`src/sv/gas_pkg.sv`:
```
// Package for the global alignment score block: payload structs, register
// indexes, reset values, sequencer states and cell unit operations.
// No dependencies.
package gas_pkg;

    localparam int SYM_W     = 8;
    localparam int SCORE_W   = 16;
    localparam int CFG_W     = 8;
    localparam int CFG_IDX_W = 2;

    // Register indexes on the configuration port
    localparam logic [CFG_IDX_W-1:0] REG_GAP      = 2'd0;
    localparam logic [CFG_IDX_W-1:0] REG_MISMATCH = 2'd1;
    localparam logic [CFG_IDX_W-1:0] REG_MATCH    = 2'd2;

    localparam logic [CFG_W-1:0] GAP_RESET      = 8'd1;
    localparam logic [CFG_W-1:0] MISMATCH_RESET = 8'd2;
    localparam logic [CFG_W-1:0] MATCH_RESET    = 8'd4;

    localparam logic signed [SCORE_W-1:0] SCORE_MAX = 16'sh7FFF;
    localparam logic signed [SCORE_W-1:0] SCORE_MIN = 16'sh8000;

    typedef struct packed {
        logic [SYM_W-1:0] symbol;
        logic             which_sequence;
        logic             symbol_present;
        logic             last;
    } item_t;

    typedef struct packed {
        logic signed [SCORE_W-1:0] score;
        logic                      overflow;
    } result_t;

    typedef struct packed {
        logic [CFG_W-1:0] gap;
        logic [CFG_W-1:0] mismatch;
        logic [CFG_W-1:0] match;
    } cfg_t;

    typedef enum logic [2:0] {
        S_IDLE,
        S_INIT,
        S_ROW_START,
        S_ROW,
        S_DONE
    } state_t;

    typedef enum logic {
        OP_STEP,
        OP_CELL
    } op_t;

endpackage

```
`src/sv/global_alignment_score.sv`:
```
// Global alignment score (linear gap): symbol load, row sequencer, score out.
// Loading: a request without last keeps the block idle; start may be high again next cycle.
// Scoring: a last request starts an init pass on row 0, then n rows of a column-zero step and
// m cell updates (n, m = lengths); the receiver cannot stall, busy drops the cycle after done.
// Reset: registers return to 1/2/4, lengths and overflow clear at once; no store clearing pass.
// Depends on gas_pkg, gas_ram, gas_cell_unit.
module global_alignment_score #(
    parameter int MAX_LEN = 64
) (
    input  logic                            clk,
    input  logic                            rst_n,
    input  logic                            start,
    output logic                            busy,
    input  gas_pkg::item_t                  item,
    output logic                            done,
    output gas_pkg::result_t                result,
    input  logic                            cfg_valid,
    output logic                            cfg_ready,
    input  logic [gas_pkg::CFG_IDX_W-1:0]   cfg_index,
    input  logic [gas_pkg::CFG_W-1:0]       cfg_data
);
    import gas_pkg::*;

    // Sequence lengths run 0..MAX_LEN; the row has MAX_LEN+1 entries.
    localparam int LEN_W     = $clog2(MAX_LEN + 1);
    localparam int ROW_AW    = LEN_W;
    localparam int SYM_AW    = (MAX_LEN > 1) ? $clog2(MAX_LEN) : 1;
    // Any path score is bounded by (n+m)*255 in magnitude.
    localparam int ROW_W_MIN = $clog2(2 * MAX_LEN * 256) + 2;
    localparam int ROW_W     = (ROW_W_MIN > SCORE_W + 1) ? ROW_W_MIN : SCORE_W + 1;

    localparam logic [LEN_W-1:0] LEN_FULL = LEN_W'(MAX_LEN);
    localparam logic signed [ROW_W-1:0] SAT_HI = ROW_W'(SCORE_MAX);
    localparam logic signed [ROW_W-1:0] SAT_LO = ROW_W'(SCORE_MIN);

    // ------------------------------------------------------------------
    // State
    // ------------------------------------------------------------------
    state_t                  state_reg, state_next;
    cfg_t                    cfg_reg;
    logic [LEN_W-1:0]        first_len_reg, first_len_next;
    logic [LEN_W-1:0]        second_len_reg, second_len_next;
    logic                    dropped_reg, dropped_next;
    logic [LEN_W-1:0]        i_reg, i_next;      // current row, 1-based
    logic [LEN_W-1:0]        j_reg, j_next;      // current column
    logic signed [ROW_W-1:0] col0_reg, col0_next; // -gap * i
    logic signed [ROW_W-1:0] left_reg, left_next;
    logic signed [ROW_W-1:0] diag_reg, diag_next;
    logic signed [ROW_W-1:0] last_reg, last_next; // last written row entry

    logic accept;
    assign accept = start && !busy;

    // ------------------------------------------------------------------
    // Configuration: hold writes off while a score pass runs.
    // ------------------------------------------------------------------
    assign cfg_ready = !busy;

    always_ff @(posedge clk or negedge rst_n)
    begin
        if (!rst_n)
        begin
            cfg_reg.gap      <= GAP_RESET;
            cfg_reg.mismatch <= MISMATCH_RESET;
            cfg_reg.match    <= MATCH_RESET;
        end
        else if (cfg_valid && cfg_ready)
        begin
            unique case (cfg_index)
                REG_GAP:      cfg_reg.gap      <= cfg_data;
                REG_MISMATCH: cfg_reg.mismatch <= cfg_data;
                REG_MATCH:    cfg_reg.match    <= cfg_data;
                default:      ;  // drop writes to unused indexes
            endcase
        end
    end

    // ------------------------------------------------------------------
    // Symbol stores: append at the current length while room remains.
    // ------------------------------------------------------------------
    logic first_we, second_we;
    logic first_full, second_full;
    logic [LEN_W-1:0] i_minus1;
    logic [SYM_AW-1:0] first_rd_addr, second_rd_addr;
    logic [SYM_W-1:0]  first_rd, second_rd;

    assign first_full  = (first_len_reg == LEN_FULL);
    assign second_full = (second_len_reg == LEN_FULL);
    assign first_we  = accept && item.symbol_present && !item.which_sequence && !first_full;
    assign second_we = accept && item.symbol_present && item.which_sequence && !second_full;

    assign i_minus1 = i_reg - LEN_W'(1);
    // Hold the first-sequence address on symbol i-1 through the whole row.
    assign first_rd_addr = i_minus1[SYM_AW-1:0];

    gas_ram #(
        .DEPTH (MAX_LEN),
        .WIDTH (SYM_W),
        .AW    (SYM_AW)
    ) u_first_mem (
        .clk     (clk),
        .we      (first_we),
        .wr_addr (first_len_reg[SYM_AW-1:0]),
        .wr_data (item.symbol),
        .rd_addr (first_rd_addr),
        .rd_data (first_rd)
    );

    gas_ram #(
        .DEPTH (MAX_LEN),
        .WIDTH (SYM_W),
        .AW    (SYM_AW)
    ) u_second_mem (
        .clk     (clk),
        .we      (second_we),
        .wr_addr (second_len_reg[SYM_AW-1:0]),
        .wr_data (item.symbol),
        .rd_addr (second_rd_addr),
        .rd_data (second_rd)
    );

    // ------------------------------------------------------------------
    // Score row and shared cell unit
    // ------------------------------------------------------------------
    logic                    row_we;
    logic [ROW_AW-1:0]       row_rd_addr;
    logic [ROW_AW-1:0]       j_plus1;
    logic signed [ROW_W-1:0] row_wr_data;
    logic signed [ROW_W-1:0] row_rd;
    logic signed [ROW_W-1:0] unit_left;
    logic signed [ROW_W-1:0] unit_out;
    op_t                     unit_op;
    logic                    use_col0;

    assign j_plus1 = j_reg + LEN_W'(1);

    gas_ram #(
        .DEPTH (MAX_LEN + 1),
        .WIDTH (ROW_W),
        .AW    (ROW_AW)
    ) u_row_mem (
        .clk     (clk),
        .we      (row_we),
        .wr_addr (j_reg),
        .wr_data (row_wr_data),
        .rd_addr (row_rd_addr),
        .rd_data (row_rd)
    );

    assign unit_left = use_col0 ? col0_reg : left_reg;

    gas_cell_unit #(
        .W (ROW_W)
    ) u_cell (
        .op    (unit_op),
        .cfg   (cfg_reg),
        .diag  (diag_reg),
        .up    (row_rd),
        .left  (unit_left),
        .sym_a (first_rd),
        .sym_b (second_rd),
        .out   (unit_out)
    );

    // Column zero of the row is always zero in the init pass.
    assign row_wr_data = (state_reg == S_INIT && j_reg == '0) ? '0 : unit_out;

    // ------------------------------------------------------------------
    // Sequencer: next state
    // ------------------------------------------------------------------
    always_comb
    begin
        state_next = state_reg;
        unique case (state_reg)
            S_IDLE:
            begin
                if (accept && item.last)
                begin
                    state_next = S_INIT;
                end
            end
            S_INIT:
            begin
                if (j_reg == second_len_reg)
                begin
                    state_next = (first_len_reg == '0) ? S_DONE : S_ROW_START;
                end
            end
            S_ROW_START:
            begin
                if (second_len_reg == '0)
                begin
                    state_next = (i_reg == first_len_reg) ? S_DONE : S_ROW_START;
                end
                else
                begin
                    state_next = S_ROW;
                end
            end
            S_ROW:
            begin
                if (j_reg == second_len_reg)
                begin
                    state_next = (i_reg == first_len_reg) ? S_DONE : S_ROW_START;
                end
            end
            S_DONE:
            begin
                state_next = S_IDLE;
            end
            default:
            begin
                state_next = S_IDLE;
            end
        endcase
    end

    // ------------------------------------------------------------------
    // Sequencer: outputs
    // ------------------------------------------------------------------
    always_comb
    begin
        busy           = 1'b1;
        done           = 1'b0;
        row_we         = 1'b0;
        unit_op        = OP_STEP;
        use_col0       = 1'b0;
        row_rd_addr    = j_plus1;
        second_rd_addr = j_reg[SYM_AW-1:0];
        unique case (state_reg)
            S_IDLE:
            begin
                busy = 1'b0;
            end
            S_INIT:
            begin
                row_we = 1'b1;
            end
            S_ROW_START:
            begin
                // Step column zero; fetch row[1] and the first second-sequence symbol.
                use_col0       = 1'b1;
                row_rd_addr    = ROW_AW'(1);
                second_rd_addr = '0;
            end
            S_ROW:
            begin
                // Write cell j, fetch cell j+1 and symbol j.
                row_we  = 1'b1;
                unit_op = OP_CELL;
            end
            S_DONE:
            begin
                done = 1'b1;
            end
            default:
            begin
                busy = 1'b1;
            end
        endcase
    end

    // ------------------------------------------------------------------
    // Datapath next values
    // ------------------------------------------------------------------
    always_comb
    begin
        first_len_next  = first_len_reg;
        second_len_next = second_len_reg;
        dropped_next    = dropped_reg;
        i_next          = i_reg;
        j_next          = j_reg;
        col0_next       = col0_reg;
        left_next       = left_reg;
        diag_next       = diag_reg;
        last_next       = last_reg;
        unique case (state_reg)
            S_IDLE:
            begin
                j_next = '0;
                if (first_we)
                begin
                    first_len_next = first_len_reg + LEN_W'(1);
                end
                if (second_we)
                begin
                    second_len_next = second_len_reg + LEN_W'(1);
                end
                if (accept && item.symbol_present &&
                    ((!item.which_sequence && first_full) ||
                     (item.which_sequence && second_full)))
                begin
                    dropped_next = 1'b1;
                end
            end
            S_INIT:
            begin
                left_next = row_wr_data;
                last_next = row_wr_data;
                j_next    = j_plus1;
                if (j_reg == second_len_reg)
                begin
                    i_next    = LEN_W'(1);
                    col0_next = '0;
                end
            end
            S_ROW_START:
            begin
                col0_next = unit_out;
                left_next = unit_out;
                diag_next = col0_reg;
                last_next = unit_out;
                j_next    = LEN_W'(1);
                if (second_len_reg == '0)
                begin
                    i_next = i_reg + LEN_W'(1);
                end
            end
            S_ROW:
            begin
                left_next = unit_out;
                diag_next = row_rd;
                last_next = unit_out;
                j_next    = j_plus1;
                if (j_reg == second_len_reg)
                begin
                    i_next = i_reg + LEN_W'(1);
                end
            end
            S_DONE:
            begin
                // End of data set: clear lengths and the drop flag.
                first_len_next  = '0;
                second_len_next = '0;
                dropped_next    = 1'b0;
            end
            default:
            begin
                j_next = '0;
            end
        endcase
    end

    always_ff @(posedge clk or negedge rst_n)
    begin
        if (!rst_n)
        begin
            state_reg      <= S_IDLE;
            first_len_reg  <= '0;
            second_len_reg <= '0;
            dropped_reg    <= 1'b0;
            i_reg          <= '0;
            j_reg          <= '0;
        end
        else
        begin
            state_reg      <= state_next;
            first_len_reg  <= first_len_next;
            second_len_reg <= second_len_next;
            dropped_reg    <= dropped_next;
            i_reg          <= i_next;
            j_reg          <= j_next;
        end
    end

    always_ff @(posedge clk)
    begin
        col0_reg <= col0_next;
        left_reg <= left_next;
        diag_reg <= diag_next;
        last_reg <= last_next;
    end

    // ------------------------------------------------------------------
    // Result: the last written row entry is row[m] of the final row.
    // Saturate it to the 16-bit score range.
    // ------------------------------------------------------------------
    always_comb
    begin
        result.overflow = dropped_reg;
        priority if (last_reg > SAT_HI)
        begin
            result.score = SCORE_MAX;
        end
        else if (last_reg < SAT_LO)
        begin
            result.score = SCORE_MIN;
        end
        else
        begin
            result.score = last_reg[SCORE_W-1:0];
        end
    end

endmodule

```
`src/sv/gas_ram.sv`:
```
// Simple dual-port RAM: one write port, one read port with registered data.
// Used for the symbol stores and the working score row. No dependencies.
module gas_ram #(
    parameter int DEPTH = 64,
    parameter int WIDTH = 8,
    parameter int AW    = 6
) (
    input  logic             clk,
    input  logic             we,
    input  logic [AW-1:0]    wr_addr,
    input  logic [WIDTH-1:0] wr_data,
    input  logic [AW-1:0]    rd_addr,
    output logic [WIDTH-1:0] rd_data
);

    logic [WIDTH-1:0] mem [DEPTH];

    always_ff @(posedge clk)
    begin
        if (we && (int'(wr_addr) < DEPTH))
        begin
            mem[wr_addr] <= wr_data;
        end
    end

    always_ff @(posedge clk)
    begin
        if (int'(rd_addr) < DEPTH)
        begin
            rd_data <= mem[rd_addr];
        end
    end

endmodule

```
`src/sv/gas_cell_unit.sv`:
```
// Shared arithmetic unit of the alignment sequencer: one gap step or one
// full cell update (best of diagonal, up and left). Depends on gas_pkg.
module gas_cell_unit #(
    parameter int W = 17
) (
    input  gas_pkg::op_t                op,
    input  gas_pkg::cfg_t               cfg,
    input  logic signed [W-1:0]         diag,
    input  logic signed [W-1:0]         up,
    input  logic signed [W-1:0]         left,
    input  logic [gas_pkg::SYM_W-1:0]   sym_a,
    input  logic [gas_pkg::SYM_W-1:0]   sym_b,
    output logic signed [W-1:0]         out
);
    import gas_pkg::*;

    logic signed [W-1:0] gap_ext;
    logic signed [W-1:0] pair;
    logic signed [W-1:0] from_diag;
    logic signed [W-1:0] from_up;
    logic signed [W-1:0] from_left;
    logic signed [W-1:0] best_du;

    assign gap_ext   = $signed({{(W-CFG_W){1'b0}}, cfg.gap});
    assign pair      = (sym_a == sym_b) ? $signed({{(W-CFG_W){1'b0}}, cfg.match})
                                        : -$signed({{(W-CFG_W){1'b0}}, cfg.mismatch});
    assign from_diag = diag + pair;
    assign from_up   = up - gap_ext;
    assign from_left = left - gap_ext;
    assign best_du   = (from_diag > from_up) ? from_diag : from_up;

    always_comb
    begin
        unique case (op)
            OP_STEP: out = from_left;
            OP_CELL: out = (best_du > from_left) ? best_du : from_left;
            default: out = from_left;
        endcase
    end

endmodule

```
`config.mk`:
```
export PLATFORM = sky130hd
export DESIGN_NAME = global_alignment_score
export DESIGN_NICKNAME = d
export VERILOG_FILES = /design/src/sv/gas_pkg.sv /design/src/sv/global_alignment_score.sv /design/src/sv/gas_ram.sv /design/src/sv/gas_cell_unit.sv
export SDC_FILE = /design/constraint.sdc
export NUM_CORES = 2
export LEC_CHECK = 0
export ABC_AREA = 0
export BUFFER_PORTS_ARGS = -buffer_cell sky130_fd_sc_hd__buf_2
export CAP_MARGIN = 5
export CORE_MARGIN = 10
export CORE_UTILIZATION = 30
export DETAILED_ROUTE_END_ITERATION = 8
export GPL_TIMING_DRIVEN = 0
export SLEW_MARGIN = 0
export SYNTH_ARGS = -nofsm -noshare
export SYNTH_HDL_FRONTEND = slang
export SYNTH_SLANG_ARGS = --single-unit
```
`constraint.sdc`:
```
create_clock -name clk -period 12.5 [get_ports clk]
set_clock_uncertainty 0.1 [all_clocks]
set_input_delay 0.625 -clock clk [delete_from_list [all_inputs] [get_ports clk]]
set_output_delay 0.625 -clock clk [all_outputs]
set_load 0.05 [all_outputs]
```
==> metrics.md <==
| Metric | Value |
|---|---|
| Register area | `67700 um2` |
| Final non-filler cell total | `10729` |
| NumNets Final | `6526` |
| Max stage delay on crit path | `0.87 ns` |
| Area leader, netlist | `edfxtp_1` |
| GRT Util Overall | `16.1%` |
| Post-synth top area share | `71.1%` |
| Crit Reg-Reg Startpoint | `u_first_mem.rd_data[7]$_DFF_P_` |
| RSZ-0062 raised after global routing | `no` |
| Top_reg_cell synth | `edfxtp_1` |
| Synth unique cells | `89` |
| Rows | `204` |
| #FFs+latches synth | `2269` |
| CP Capture Point | `u_row_mem.mem[21][0]$_DFFE_PP_` |
| Die area | `332000 um2` |
| Slack of the critical path | `1.98 ns` |
| Die width | `576 um` |
| Max FFs per register | `1105` |
| Via count | `57083` |
| Final Hold Fails | `0` |
| Power Density | `278 nW/um2` |
| Vias/cell | `5.32` |
| Pre-CTS setup slack | `2.16 ns` |
| Synth warn | `0` |
| Core Area | `309000 um2` |
| # fillers | `29106` |
| CP Data Required Time | `13.10 ns` |
| Layout area overhead | `16.1%` |
| Peak supply drop | `380 uV` |
| Crit-path leading delay family | `simple AND/OR/NAND/NOR gates` |
| Sw power | `11.7 mW` |
| R2R depth | `33` |
| Clk pin slew, worst setup/hold paths | `0.06 ns` |
| Syn_nets | `6147` |
| Fmax | `0.0950 GHz` |
| CP Launch Type | `flip-flop` |
| Hold_ws | `0.0912 ns` |
| Crit path time final | `10.52 ns` |
| CP startpoint | `u_first_mem.rd_data[7]$_DFF_P_` |
| Cell depth of the worst setup path | `33` |
| Regs by FF count | `u_row_mem.mem x1105, u_first_mem.mem x512, u_second_mem.mem x512` |
| First-pass GRT wire length | `397000 um` |
| CP endpoint kind | `flip-flop` |
| Iter 0 DRT Violations | `7472` |
| Largest net degree at the start of global routing | `89` |
| CTS tree | `built` |
| Top cell by count, worst path | `ha_1` |
| Num CTS Buffers | `219` |
| Antenna Violating Nets Remaining | `0` |
| Max-Cap Viols | `0` |
| Slew HR | `15.6%` |
| First-pass DRT Iterations | `7` |
| Resize count post-CTS | `0` |
| Worst Hold Class | `input port to flip-flop` |
| CP Class | `flip-flop to flip-flop` |
| Setup violators final | `0` |
| Leakage Power | `34.6 nW` |
| Internal power | `18.3 mW` |
| WP buf/inv | `7` |
| Die H | `576 um` |
| Switch share | `38.9%` |
| Post-synth EDFFs | `2197` |
| Area contributors post-synth | `edfxtp_1, mux4_2, nand2_1` |
| Top reg by flops | `u_row_mem.mem` |
| Critical Path Fanout Max | `29` |
| HPWL after detailed placement | `195000 um` |
| CTS H-tree depth | `4` |
| Reg2reg end | `u_row_mem.mem[21][0]$_DFFE_PP_` |
| Clock Path Buffers | `3` |
| Final Cycle Share | `84.2%` |
| Number of global-route vias before repair | `55301` |
| Root buf cell | `clkbuf_16` |
| Port buffer count | `44` |
| Grt ovf | `0` |
| CP arrival | `11.12 ns` |
| Layout cells sized above 1 | `14.4%` |
| Clk_lat worst skew | `0.90 ns` |
| Status | `finished clean` |
| Async SR Flop Fraction | `2.47%` |
| Placed insts | `10312` |
| Initial antenna violation count | `14` |
| Sink Count | `2269` |
| Power share of the clock group | `22.2%` |
| Sequential Power Share | `36.8%` |
| Residual DRC | `0` |
| Worst slew pin tran | `1.27 ns` |
| Post-synthesis sequential area ratio | `72.9%` |
| GP Congestion | `0.971` |
| Final wirelength | `279000 um` |
| Register-to-register setup slack | `1.98 ns` |
| Post-Syn Area | `92800 um2` |
| Synth Area per Inst | `15.4 um2` |
| Setup TNS | `0 ns` |
| Comb power frac | `41.0%` |
| # IOs | `45` |
| CTS Hold Bufs | `9` |
| Slowest CP cell | `nor4_2` |
| Cells after synthesis | `6043` |
| Multi-input gate area | `23600 um2` |
| WL/cell | `26.0 um` |
| Initial Util | `30.1%` |
| Final slew viol count | `0` |
| Post-CTS Setup Bufs | `0` |
-- worst register-to-register path: cells and delay by family (launching register included) --
kind | cells | cell delay, ns
and+or+nand+nor | 10 | 3.37
adders and majority gates | 3 | 1.01
muxes | 4 | 1.64
xor gates and xnor gates | 1 | 0.11
AOI/OAI and AO/OA | 8 | 1.96
DFF | 1 | 0.45
buffers and inverters | 7 | 1.66
-- stage by stage --
| stage | area, um2 | total power [mW] | util [%] |
|---|---|---|---|
| after floorplan | 92800 | 17.5 | - |
| after global placement | 98200 | 22.0 | 31.8 |
| after detailed placement | 100000 | 23.3 | 32.6 |
| after CTS | 108000 | 29.9 | 34.9 |
| after global routing | 108000 | 31.0 | 34.9 |
| final | 108000 | 30.0 | 34.9 |
-- power groups by stage --
stage / clock network [mW] / logic, mW / registers, mW
3_5_place_dp: 0 / 12.1 / 11.2
2_1_floorplan: 0 / 6.22 / 11.3
4_1_cts: 6.72 / 12.2 / 11.0
6_report: 6.65 / 12.3 / 11.0
3_3_place_gp: 0 / 10.5 / 11.5
5_1_grt: 7.03 / 12.9 / 11.1
-- cell families after synthesis --
| kind of cell | synth area share [%] |
|---|---|
| flops | 72.9 |
| xor+xnor | 0.791 |
| compound gates | 7.06 |
| mux | 8.16 |
| fa+ha+maj | 1.25 |
| simple gates | 7.75 |
| buf+inv | 2.06 |
-- metal layers --
layer	wire [um]	global-route usage, %	up-vias	share of wire (%)
li1	-	-	24373	-
met1	111000	21.5	29114	40
met2	126000	25.2	2961	45
met3	26400	3.41	625	9.5
met4	14500	7.47	10	5.2
met5	169	0.244	-	0.061
-- area by class of cell --
| class | instances | area share [%] |
|---|---|---|
| tap | 4120 | 4.78 |
| multi-input combinational | 3309 | 21.9 |
| antenna | 4 | 0.00929 |
| clock buffer | 283 | 5.41 |
| inverter | 98 | 0.341 |
| timing repair buffer | 158 | 2.07 |
| clock inverter | 121 | 1.27 |
| buffer | 367 | 1.43 |
| sequential | 2269 | 62.8 |
-- Yosys cell counts, types with 10 or more instances --
cell type,instances
or3_1,10
xor2_1,47
o31ai_1,16
edfxtp_1,2197
a31oi_1,53
a211o_1,10
dfxtp_1,16
nand3_1,262
mux2i_1,271
buf_1,52
xnor2_1,35
nand2b_1,19
o22ai_1,55
a21o_1,16
a21oi_1,208
clkbuf_1,201
buf_2,105
nor2_1,368
o211ai_1,64
ha_1,76
inv_1,97
dfrtp_1,53
mux4_2,176
a211oi_1,26
a221oi_1,35
nand4_1,58
o21ai_1,51
nand2_1,737
mux2_2,80
nor4_1,18
a32oi_1,65
nor2b_1,21
and2_1,12
o221ai_1,149
nor3_1,76
o21ai_0,130
maj3_1,15
and3_1,22
-- worst min-delay path by stage --
stage,start,to,slack (ns),cells past startpoint
floorplan,rst_n,cfg_reg[0]$_DFFE_PN0P_,0.23,0
global route,cfg_index[1],cfg_reg[23]$_DFFE_PN0P_,0.11,4
detailed placement,cfg_reg[0]$_DFFE_PN0P_,cfg_reg[0]$_DFFE_PN0P_,0.40,1
finish,cfg_index[1],cfg_reg[23]$_DFFE_PN0P_,0.09,4
CTS,cfg_index[0],cfg_reg[23]$_DFFE_PN0P_,0.03,4
global placement,cfg_reg[3]$_DFFE_PN0P_,cfg_reg[3]$_DFFE_PN0P_,0.39,1
-- cells in the final DEF (no fill, tap or decap), types with 55 or more instances in the layout --
cell type     n
nand4_1      58
o21ai_0     130
clkbuf_1    256
o211ai_1     64
nor3_1       75
nand3_1     262
ha_1         76
mux2_2       80
o221ai_1    149
nand2_1     737
nor2_2       69
edfxtp_1   2197
buf_8        61
a32oi_1      65
nor2_1      293
a21oi_1     206
clkbuf_16   221
inv_1        97
buf_2       140
mux2i_1     271
mux4_2      176
o22ai_1      55
Note: power is estimated with default switching activity, not from simulation.
